$ cat src/hdl/r2cidr_pkg.sv
// r2cidr_pkg: word types and fixed constants for the range to cidr decomposer
// no dependencies

package r2cidr_pkg;

    // most prefixes given for one range
    localparam int MAX_RESULTS = 62;

    // width used to carry an address between field and internal widths
    localparam int WIDE_BITS = 64;

    // input word: one inclusive address range
    typedef struct packed {
        logic [31:0] range_first;
        logic [31:0] range_last;
    } range_word_t;

    // output word: one cidr block
    typedef struct packed {
        logic [31:0] prefix_base;
        logic [5:0]  prefix_len;
        logic        empty_range;
        logic        final_block;
    } block_word_t;

endpackage

$ cat src/hdl/range_to_cidr_blocks.sv
// range_to_cidr_blocks: splits an inclusive address range into covering cidr blocks
// depends on r2cidr_pkg for the word types and the result cap
//
// an empty or whole-space range gives its single word from the start state; a two-address
// range gives two full-length blocks, any other range first searches the first block size
// throughput: one range at a time; each block costs one probe per step of the block
// size search, and every probe goes through the single shared probe
// reset: rst_n is asynchronous and active low; it clears the sequencer and the
// output valid, payload registers are not reset

module range_to_cidr_blocks #(
    parameter int ADDRESS_BITS = 32
) (
    input  logic                     clk,
    input  logic                     rst_n,
    input  logic                     range_valid,
    output logic                     range_ready,
    input  r2cidr_pkg::range_word_t  range_word,
    output logic                     block_valid,
    input  logic                     block_ready,
    output r2cidr_pkg::block_word_t  block_word
);

    import r2cidr_pkg::*;

    localparam int KW  = $clog2(ADDRESS_BITS);
    localparam int N_W = $clog2(MAX_RESULTS + 1);

    localparam logic [ADDRESS_BITS-1:0] ADDR_ONE  = ADDRESS_BITS'(1);
    localparam logic [ADDRESS_BITS-1:0] ADDR_TWO  = ADDRESS_BITS'(2);
    localparam logic [KW-1:0]           K_TOP     = KW'(ADDRESS_BITS - 1);
    localparam logic [6:0]              AB7       = 7'(ADDRESS_BITS);
    localparam logic [N_W-1:0]          N_PAIR    = N_W'(MAX_RESULTS - 2);
    localparam logic [N_W-1:0]          N_LAST    = N_W'(MAX_RESULTS - 1);

    // sequencer states
    typedef enum logic [3:0] {
        ST_IDLE   = 4'b0001,
        ST_START  = 4'b0010,
        ST_SEARCH = 4'b0100,
        ST_PAIR   = 4'b1000
    } state_t;

    // block size search modes
    typedef enum logic [2:0] {
        MD_CHECK = 3'b001,
        MD_UP    = 3'b010,
        MD_DOWN  = 3'b100
    } mode_t;

    state_t                    state_reg, state_next;
    mode_t                     mode_reg, mode_next;
    logic [ADDRESS_BITS-1:0]   cursor_reg, cursor_next;
    logic [ADDRESS_BITS-1:0]   stop_reg, stop_next;
    logic [ADDRESS_BITS-1:0]   remain_reg, remain_next;
    logic [KW-1:0]             k_reg, k_next;
    logic [N_W-1:0]            n_reg, n_next;
    logic                      out_valid_reg, out_valid_next;
    block_word_t               out_word_reg, out_word_next;

    logic [WIDE_BITS-1:0]      first_wide;
    logic [WIDE_BITS-1:0]      last_wide;
    logic [WIDE_BITS-1:0]      cur_wide;
    logic [WIDE_BITS-1:0]      stop_wide;
    logic [KW-1:0]             probe_idx;
    logic [ADDRESS_BITS-1:0]   probe_size;
    logic [ADDRESS_BITS-1:0]   blk_size;
    logic                      probe_ok;
    logic                      up_room;
    logic                      out_free;
    logic                      out_load;
    logic [6:0]                len7;
    logic                      blk_final;

    // address width conversion
    assign first_wide = WIDE_BITS'(range_word.range_first);
    assign last_wide  = WIDE_BITS'(range_word.range_last);
    assign cur_wide   = WIDE_BITS'(cursor_reg);
    assign stop_wide  = WIDE_BITS'(stop_reg);

    // shared probe: is the cursor aligned to the candidate size and does it fit
    assign up_room    = (k_reg != K_TOP);
    assign probe_idx  = (mode_reg == MD_UP) ? k_reg + KW'(1) : k_reg;
    assign probe_size = ADDR_ONE << probe_idx;
    assign probe_ok   = ((cursor_reg & (probe_size - ADDR_ONE)) == '0)
                        && (probe_size <= remain_reg);

    // chosen block
    assign blk_size  = ADDR_ONE << k_reg;
    assign len7      = AB7 - 7'(k_reg);
    assign blk_final = (remain_reg == blk_size) || (n_reg >= N_LAST);

    // output register can take a word
    assign out_free = !out_valid_reg || block_ready;

    // sequencer
    always_comb
    begin
        state_next    = state_reg;
        mode_next     = mode_reg;
        cursor_next   = cursor_reg;
        stop_next     = stop_reg;
        remain_next   = remain_reg;
        k_next        = k_reg;
        n_next        = n_reg;
        out_load      = 1'b0;
        out_word_next = out_word_reg;

        unique case (state_reg)
            ST_IDLE:
            begin
                if (range_valid)
                begin
                    cursor_next = first_wide[ADDRESS_BITS-1:0];
                    stop_next   = last_wide[ADDRESS_BITS-1:0];
                    state_next  = ST_START;
                end
            end
            ST_START:
            begin
                if (stop_reg < cursor_reg)
                begin
                    // empty range: one flagged word
                    if (out_free)
                    begin
                        out_load      = 1'b1;
                        out_word_next = '{prefix_base: '0, prefix_len: '0,
                                          empty_range: 1'b1, final_block: 1'b1};
                        state_next    = ST_IDLE;
                    end
                end
                else if ((cursor_reg == '0) && (stop_reg == '1))
                begin
                    // whole address space
                    if (out_free)
                    begin
                        out_load      = 1'b1;
                        out_word_next = '{prefix_base: '0, prefix_len: '0,
                                          empty_range: 1'b0, final_block: 1'b1};
                        state_next    = ST_IDLE;
                    end
                end
                else
                begin
                    remain_next = stop_reg - cursor_reg + ADDR_ONE;
                    k_next      = '0;
                    n_next      = '0;
                    mode_next   = MD_CHECK;
                    state_next  = ST_SEARCH;
                end
            end
            ST_SEARCH:
            begin
                if ((mode_reg == MD_CHECK) && (remain_reg == ADDR_TWO) && (n_reg <= N_PAIR))
                begin
                    // two addresses left: two full-length blocks
                    if (out_free)
                    begin
                        out_load      = 1'b1;
                        out_word_next = '{prefix_base: cur_wide[31:0], prefix_len: AB7[5:0],
                                          empty_range: 1'b0, final_block: 1'b0};
                        n_next        = n_reg + N_W'(1);
                        state_next    = ST_PAIR;
                    end
                end
                else
                begin
                    unique case (mode_reg)
                        MD_CHECK:
                        begin
                            if (probe_ok)
                            begin
                                mode_next = MD_UP;
                            end
                            else
                            begin
                                k_next    = k_reg - KW'(1);
                                mode_next = MD_DOWN;
                            end
                        end
                        MD_UP:
                        begin
                            if (up_room && probe_ok)
                            begin
                                k_next = k_reg + KW'(1);
                            end
                            else if (out_free)
                            begin
                                out_load = 1'b1;
                            end
                        end
                        MD_DOWN:
                        begin
                            if (!probe_ok)
                            begin
                                k_next = k_reg - KW'(1);
                            end
                            else if (out_free)
                            begin
                                out_load = 1'b1;
                            end
                        end
                        default:
                        begin
                            mode_next = MD_CHECK;
                        end
                    endcase

                    // block size settled: give it and, unless it is the last, step past it
                    if (out_load)
                    begin
                        out_word_next = '{prefix_base: cur_wide[31:0], prefix_len: len7[5:0],
                                          empty_range: 1'b0, final_block: blk_final};
                        n_next        = n_reg + N_W'(1);
                        if (blk_final)
                        begin
                            state_next = ST_IDLE;
                        end
                        else
                        begin
                            cursor_next = cursor_reg + blk_size;
                            remain_next = remain_reg - blk_size;
                            mode_next   = MD_CHECK;
                        end
                    end
                end
            end
            ST_PAIR:
            begin
                if (out_free)
                begin
                    out_load      = 1'b1;
                    out_word_next = '{prefix_base: stop_wide[31:0], prefix_len: AB7[5:0],
                                      empty_range: 1'b0, final_block: 1'b1};
                    n_next        = n_reg + N_W'(1);
                    state_next    = ST_IDLE;
                end
            end
            default:
            begin
                state_next = ST_IDLE;
            end
        endcase
    end

    // output valid
    always_comb
    begin
        if (out_load)
        begin
            out_valid_next = 1'b1;
        end
        else if (block_ready)
        begin
            out_valid_next = 1'b0;
        end
        else
        begin
            out_valid_next = out_valid_reg;
        end
    end

    // control registers
    always_ff @(posedge clk or negedge rst_n)
    begin
        if (!rst_n)
        begin
            state_reg     <= ST_IDLE;
            mode_reg      <= MD_CHECK;
            k_reg         <= '0;
            n_reg         <= '0;
            out_valid_reg <= 1'b0;
        end
        else
        begin
            state_reg     <= state_next;
            mode_reg      <= mode_next;
            k_reg         <= k_next;
            n_reg         <= n_next;
            out_valid_reg <= out_valid_next;
        end
    end

    // payload registers
    always_ff @(posedge clk)
    begin
        cursor_reg   <= cursor_next;
        stop_reg     <= stop_next;
        remain_reg   <= remain_next;
        out_word_reg <= out_word_next;
    end

    assign range_ready = (state_reg == ST_IDLE);
    assign block_valid = out_valid_reg;
    assign block_word  = out_word_reg;

    // checks
    a_remain_nonzero: assert property (@(posedge clk) disable iff (!rst_n)
        (state_reg == ST_SEARCH) |-> (remain_reg != '0))
        else $error("search running with nothing left to cover");

    a_cover_span: assert property (@(posedge clk) disable iff (!rst_n)
        (state_reg == ST_SEARCH) |-> (cursor_reg + remain_reg - ADDR_ONE == stop_reg))
        else $error("cursor and remaining count disagree with range end");

    a_count_cap: assert property (@(posedge clk) disable iff (!rst_n)
        n_reg <= N_W'(MAX_RESULTS))
        else $error("block count past the cap");

    a_final_ends: assert property (@(posedge clk) disable iff (!rst_n)
        (out_load && out_word_next.final_block) |=> (state_reg == ST_IDLE))
        else $error("final block given but range still in progress");

endmodule

$ cat config.mk
export PLATFORM = sky130hd
export DESIGN_NAME = range_to_cidr_blocks
export DESIGN_NICKNAME = d
export VERILOG_FILES = /design/src/hdl/r2cidr_pkg.sv /design/src/hdl/range_to_cidr_blocks.sv
export SDC_FILE = /design/constraint.sdc
export NUM_CORES = 1
export LEC_CHECK = 0
export ABC_AREA = 0
export ABC_CLOCK_PERIOD_IN_PS = 11100
export BUFFER_PORTS_ARGS = -buffer_cell sky130_fd_sc_hd__buf_2
export CAP_MARGIN = 20
export CORE_MARGIN = 4
export CORE_UTILIZATION = 50
export CTS_CLUSTER_DIAMETER = 50
export DETAILED_ROUTE_END_ITERATION = 6
export HOLD_SLACK_MARGIN = 0.15
export PLACE_DENSITY = 0.8
export SYNTH_ARGS = -nofsm -noshare
export SYNTH_HDL_FRONTEND = slang
export SYNTH_SLANG_ARGS = --single-unit
export TNS_END_PERCENT = 10
$ cat constraint.sdc
create_clock -name clk -period 11.1 [get_ports clk]
set_input_delay 1.11 -clock clk [delete_from_list [all_inputs] [get_ports clk]]
set_output_delay 1.11 -clock clk [all_outputs]
set_load 0.01 [all_outputs]
Word-level counts from Yosys, hierarchy flattened
Index checks and enable logic that the tools add are counted.
Storage, ports and cells
  output and inout bits: 42
  input bits: 68
  logic and storage cells: 142
  flip-flop bits (word level): 155
Operators by class
  order comparisons: 4
  reduce and logical (&&, ||, !) cells: 24
  shift operators: 2
  multiplexer cells: 63
  equality and inequality tests: 27
  bitwise logic cells: 1
  add/sub/neg operators: 9
Operators with widths (number)
  $mux 40: 8
  $mux 32: 9
  $pmux 32 s2: 2
  $pmux 40 s3: 1
  $logic_not 32->1: 2
  $shl 1x5->32 const A: 2
  $sub 32x32->32: 2
  $add 32x1->32 const B: 1
  $add 32x32->32: 1
  $and 32x32->32: 1
  $eq 32x2->1 const B: 1
  $eq 32x32->1: 1
  $eq 32x32->1 const B: 1
  $le 32x32->1: 1
  $lt 32x32->1: 1
  $mux 4: 8
  $sub 32x1->32 const B: 1
  $mux 5: 6
  $mux 6: 5
  $ne 3x3->1 const B: 9
  $pmux 5 s2: 2
  $mux 3: 6
  $pmux 6 s3: 1
  $pmux 4 s4: 1
  30 further kinds: 57

Logic depth before layout (Yosys ltp)
  depth after elaboration: 15
  depth in mapped cells: 23
  depth with buffers taken out: 21

Least setup slack after synthesis
Ideal clock, no wire load.
  kind: register -> register
  start: register k_reg[3]
  end: register out_word_reg (netlist bit block_word[0]) (enable)
  buffers on the path: 3
  arrival time: 7.615 ns
  period minus slack after synthesis: 8.102 ns
  data required time: 10.613 ns
  library setup time: 0.487 ns
  setup slack: 2.998 ns
  stages on the path, launching flop included: 22
  cell sequence: dfrtp_1 buf_2 buf_1 clkbuf_1 and3_1 ha_1 and4bb_2 a2bb2oi_2 a31oi_1 ha_1 and2_1 a221oi_1 o21ai_0 a2111o_1 a31oi_1 o211ai_1 nor4_1 nand4_1 nor4_4 a32o_1 nor2_1 nor3_1
Between the ends
  word-level cells in the longest chain between the ends: 14
  elaborated cells between the ends (all ways): 17
  those cells by class: add/sub (2); order compare (1); eq/ne (2); shift (1); mux (6); bitwise (1); reduce/logical (4)
RTL lines
  from (decl): RTL line range_to_cidr_blocks.sv:56  | logic [KW-1:0] k_reg, k_next;
  from (signal assigned): RTL line range_to_cidr_blocks.sv:278  | k_reg <= k_next;
  $add 5x1->5: RTL line range_to_cidr_blocks.sv:83  | assign probe_idx = (mode_reg == MD_UP) ? k_reg + KW'(1) : k_reg;
  $mux 5: RTL line range_to_cidr_blocks.sv:83
  $shl 1x5->32: RTL line range_to_cidr_blocks.sv:84  | assign probe_size = ADDR_ONE << probe_idx;
  $sub 32x1->32: RTL line range_to_cidr_blocks.sv:85  | assign probe_ok = ((cursor_reg & (probe_size - ADDR_ONE)) == '0)
  $and 32x32->32: RTL line range_to_cidr_blocks.sv:85
  $logic_not 32->1: RTL line range_to_cidr_blocks.sv:85
  $logic_and 1x1->1: RTL line range_to_cidr_blocks.sv:86  | && (probe_size <= remain_reg);
  $logic_and 1x1->1: RTL line range_to_cidr_blocks.sv:183  | if (up_room && probe_ok)
  $mux 1: RTL line range_to_cidr_blocks.sv:183
  $pmux 1 s2 (*): RTL line range_to_cidr_blocks.sv:168  | unique case (mode_reg)
  $mux 1 (*): RTL line range_to_cidr_blocks.sv:154  | if ((mode_reg == MD_CHECK) && (remain_reg == ADDR_TWO) && (n_reg <= N_PAIR))
  $mux 1 (*): RTL line range_to_cidr_blocks.sv:109  | unique case (state_reg)
  $ne 3x3->1 (no line) (*)
  $reduce_and 7->1 (no line) (*)
  to (signal assigned): RTL line range_to_cidr_blocks.sv:290  | out_word_reg <= out_word_next;
  to (decl): RTL line range_to_cidr_blocks.sv:59  | block_word_t out_word_reg, out_word_next;
Mark *: on every way between the ends. The rest lies on a longest branch, timed or not. The select of a mux whose other input is x is not followed.
A chain may end at the register's enable or synchronous reset.

Worst setup path after layout
  start: register k_reg[2]
  end: register out_word_reg (netlist bit block_word[8]) (enable)
Same word-level chain as after synthesis.

==> flow_metrics.env <==
export IMPL_status="complete, no violations"
export IMPL_syn_to_final_growth_pct=9.852
export IMPL_gp_congestion=0.9974
export IMPL_synth_edf_count=136
export IMPL_layout_nets=2059
export IMPL_slowest_stage="dfrtp_1"
export IMPL_synth_top_flop_cell="edfxtp_1"
export IMPL_drc_errors=0
export IMPL_required_ns=11.21
export IMPL_antenna_found_initial=1
export IMPL_synth_top_cell_by_area="edfxtp_1"
export IMPL_ys_top_cells_by_area="edfxtp_1, ha_1, inv_1"
export IMPL_setup_viol=0
export IMPL_grt_pass1_vias=13430
export IMPL_irDropWorstVdd_uv=157.2
export IMPL_drtIter0Drc=1545
export IMPL_wirelength_mm=48.47
export IMPL_cts_root_buf="clkbuf_16"
export IMPL_vias_per_cell=6.345
export IMPL_die_area_um2=32570
export IMPL_clk_latency_ns=0.47
export IMPL_regArea_um2=4562
export IMPL_finClkSkew_ns=0.02174
export IMPL_cts_tree="built"
export IMPL_p_sw_share_pct=44.77
export IMPL_power_density_nw_per_um2=187.6
export IMPL_crit_buf_inv=2
export IMPL_p_int_w=0.001693
export IMPL_pwr_share_seq_pct=30.7
export IMPL_start_util_pct=51.26
export IMPL_synthCells=1718
export IMPL_synth_area_um2=14870
export IMPL_nFillCells=2619
export IMPL_multi_input_comb_area_um2=9442
export IMPL_cts_made_buffers=17
export IMPL_n_antenna_cell=0
export IMPL_io_pins=110
export IMPL_yosys_area_top_type_share_pct=27.46
export IMPL_layout_worst_path_cycle_share_pct=66.19
export IMPL_wl_per_cell_um=22.04
export IMPL_power_switching_w=0.001372
export IMPL_hold_viol_final=0
export IMPL_grt_pass1_wl_mm=74.51
export IMPL_p_leak_nw=7.290
export IMPL_maxSlewViolCount=0
export IMPL_vias=13950
export IMPL_avgSynthCellArea_um2=8.656
export IMPL_fin_util_pct=56.31
export IMPL_pre_cts_slack_ns=3.806
export IMPL_grt_usage_pct=28.92
export IMPL_pwr_share_clk_pct=18.8
export IMPL_cts_setup_buffers=0
export IMPL_fin_ws_ns=3.753
export IMPL_startpoint_type="register"
export IMPL_fin_crit_ns=7.347
export IMPL_core_um2=29010
export IMPL_ctsResizeCount=0
export IMPL_endpoint_kind="register"
export IMPL_die_height_um=180.5
export IMPL_slew_limit_headroom_pct=27.47
export IMPL_hpwl_mm=37.82
export IMPL_tightestPinTransition_ns=1.061
export IMPL_io_buffers=109
export IMPL_synth_yosys_seq_area_share_pct=30.67
export IMPL_slowest_delay_ns=0.88
export IMPL_crit_arrival_ns=7.45
export IMPL_syn_nets=1975
export IMPL_grt_overflow=0
export IMPL_first_pass_iters=6
export IMPL_worstSetupPathType="reg -> reg"
export IMPL_dp_cells=2165
export IMPL_combPwrFrac_pct=50.5
export IMPL_clock_sinks=155
export IMPL_die_w_um=180.5
export IMPL_synthDistinctLibCells=92
export IMPL_cts_buffer_depth=2
export IMPL_antenna_left=0
export IMPL_largest_reg_flops=40
export IMPL_grt_max_degree=116
export IMPL_rows=62
export IMPL_stdcell_count=2199
export IMPL_clkSlewWorstSetupHoldPaths_ns=0.08
export IMPL_ys_ff_latch=155
export IMPL_h_tree_depth=4
export IMPL_cts_hold_buf=0
export IMPL_cap_violations=0
export IMPL_crit_fanout=32
export IMPL_crit_family="simple AND/OR/NAND/NOR gates"
export IMPL_cp_cell_sequence="inv_1 > ha_1 > nor2b_1 > nand3_1 > a311oi_1 > ha_1 > nand4_1 > nor3_1 > a2111o_1 > a31oi_1 > o211ai_1 > nor4_1 > nand4_1 > nor4_4 > a32o_1 > nor2_1 > nor3_2 > buf_4"
export IMPL_fmax_ghz=0.1361
export IMPL_hp_class="reg -> reg"
export IMPL_tns_ns=0
export IMPL_rsz0062_at_grt="no"
export IMPL_async_flop_share_pct=12.26
export IMPL_ys_warn_count=0
export IMPL_final_layout_size_suffix_gt1_share_pct=10.47
==> power groups by stage <==
| stage | sequential (W) | clock, W | combinational [W] |
|---|---|---|---|
| 2_1_floorplan | 0.000889 | 0 | 0.00112 |
| 3_3_place_gp | 0.000943 | 0 | 0.00146 |
| 3_5_place_dp | 0.000947 | 0 | 0.00150 |
| 4_1_cts | 0.000935 | 0.000580 | 0.00151 |
| 5_1_grt | 0.000950 | 0.000607 | 0.00170 |
| 6_report | 0.000941 | 0.000575 | 0.00155 |
==> final cells by class <==
type | count | share of cell area (%)
tap | 384 | 2.941
timing repair buffer | 120 | 3.967
clock buffer | 17 | 2.604
multi-input combinational | 1335 | 57.79
sequential | 155 | 27.92
inverter | 173 | 3.975
clock inverter | 15 | 0.7965
==> synth_stat cells, drive strengths merged (5+ instances only) <==
cell,number
a21oi,96
and4,6
nor3b,8
o21ai,122
o31ai,17
ha,171
nor4,32
xor2,38
and3,15
a211o,9
a2111o,5
nand3,51
inv,173
dfrtp,17
a221oi,5
and2,9
nor3,45
a31oi,25
a2111oi,7
o211ai,12
o22ai,20
o311ai,5
nor2,118
nand2b,26
xnor2,50
buf,22
edfxtp,136
nor4b,6
or2,6
o21a,11
or4,6
fa,18
or3,18
a31o,5
nor2b,22
mux2i,12
a211oi,19
nand2,169
nand4,34
clkbuf,33
a21o,40
o21bai,13
==> placed cells by master, fill, tap and decap left out, types with 22 or more instances in the layout <==
cell type and n:
a21o_1 40, a21oi_1 95, a31oi_1 25, nand2b_1 26
nor2_1 115, nand2_1 169, ha_1 171, xnor2_1 50
nand3_1 51, nand4_1 33, buf_2 109, xor2_1 38
nor4_1 31, o21ai_0 121, inv_1 173, nor3_1 43
edfxtp_1 136, nor2b_1 22
==> per-layer routing <==
| layer | GRT usage [%] | vias up | wire length, um |
|---|---|---|---|
| met4 | 12.49 | 2 | 2052 |
| met3 | 5.672 | 113 | 3829 |
| met5 | 0 | - | 13 |
| met2 | 45.77 | 673 | 21780 |
| met1 | 38.74 | 6664 | 20790 |
| li1 | - | 6500 | - |
==> through the flow <==
stage	instance area [um2]	hold slack (ns)	power, W
6_report	16340	0.5554	0.003065
5_1_grt	16340	0.5619	0.003256
4_1_cts	16300	0.5483	0.003025
3_5_place_dp	15750	0.5296	0.002442
3_3_place_gp	15750	0.5235	0.002407
2_1_floorplan	14870	0.4980	0.002007
==> path summary, 6_finish.rpt <==
kind | depth (start not counted) | from | slack (ns) | to
setup / recovery | 18 | k_reg[2]$_DFFE_PN0P_ | 3.75 | block_word[8]$_DFFE_PP_
max in group asynchronous | 1 | rst_n | 10.15 | state_reg[0]$_DFFE_PN1P_
hold / removal | 1 | n_reg[1]$_DFFE_PN0P_ | 0.56 | n_reg[1]$_DFFE_PN0P_
min in group asynchronous | 1 | rst_n | 0.59 | k_reg[2]$_DFFE_PN0P_
setup reg to reg | 18 | k_reg[2]$_DFFE_PN0P_ | 3.75 | block_word[8]$_DFFE_PP_
hold reg to reg | 1 | n_reg[1]$_DFFE_PN0P_ | 0.56 | n_reg[1]$_DFFE_PN0P_
==> kinds of logic after synthesis <==
kind of cell	share of synthesized area, %
AOI/OAI and AO/OA	20.47
xor gates and xnor gates	5.183
adders and majority gates	16.81
buffers and inverters	6.007
DFF	30.67
muxes	1.068
and+or+nand+nor	19.79
Power figures use the tool's default switching activity.
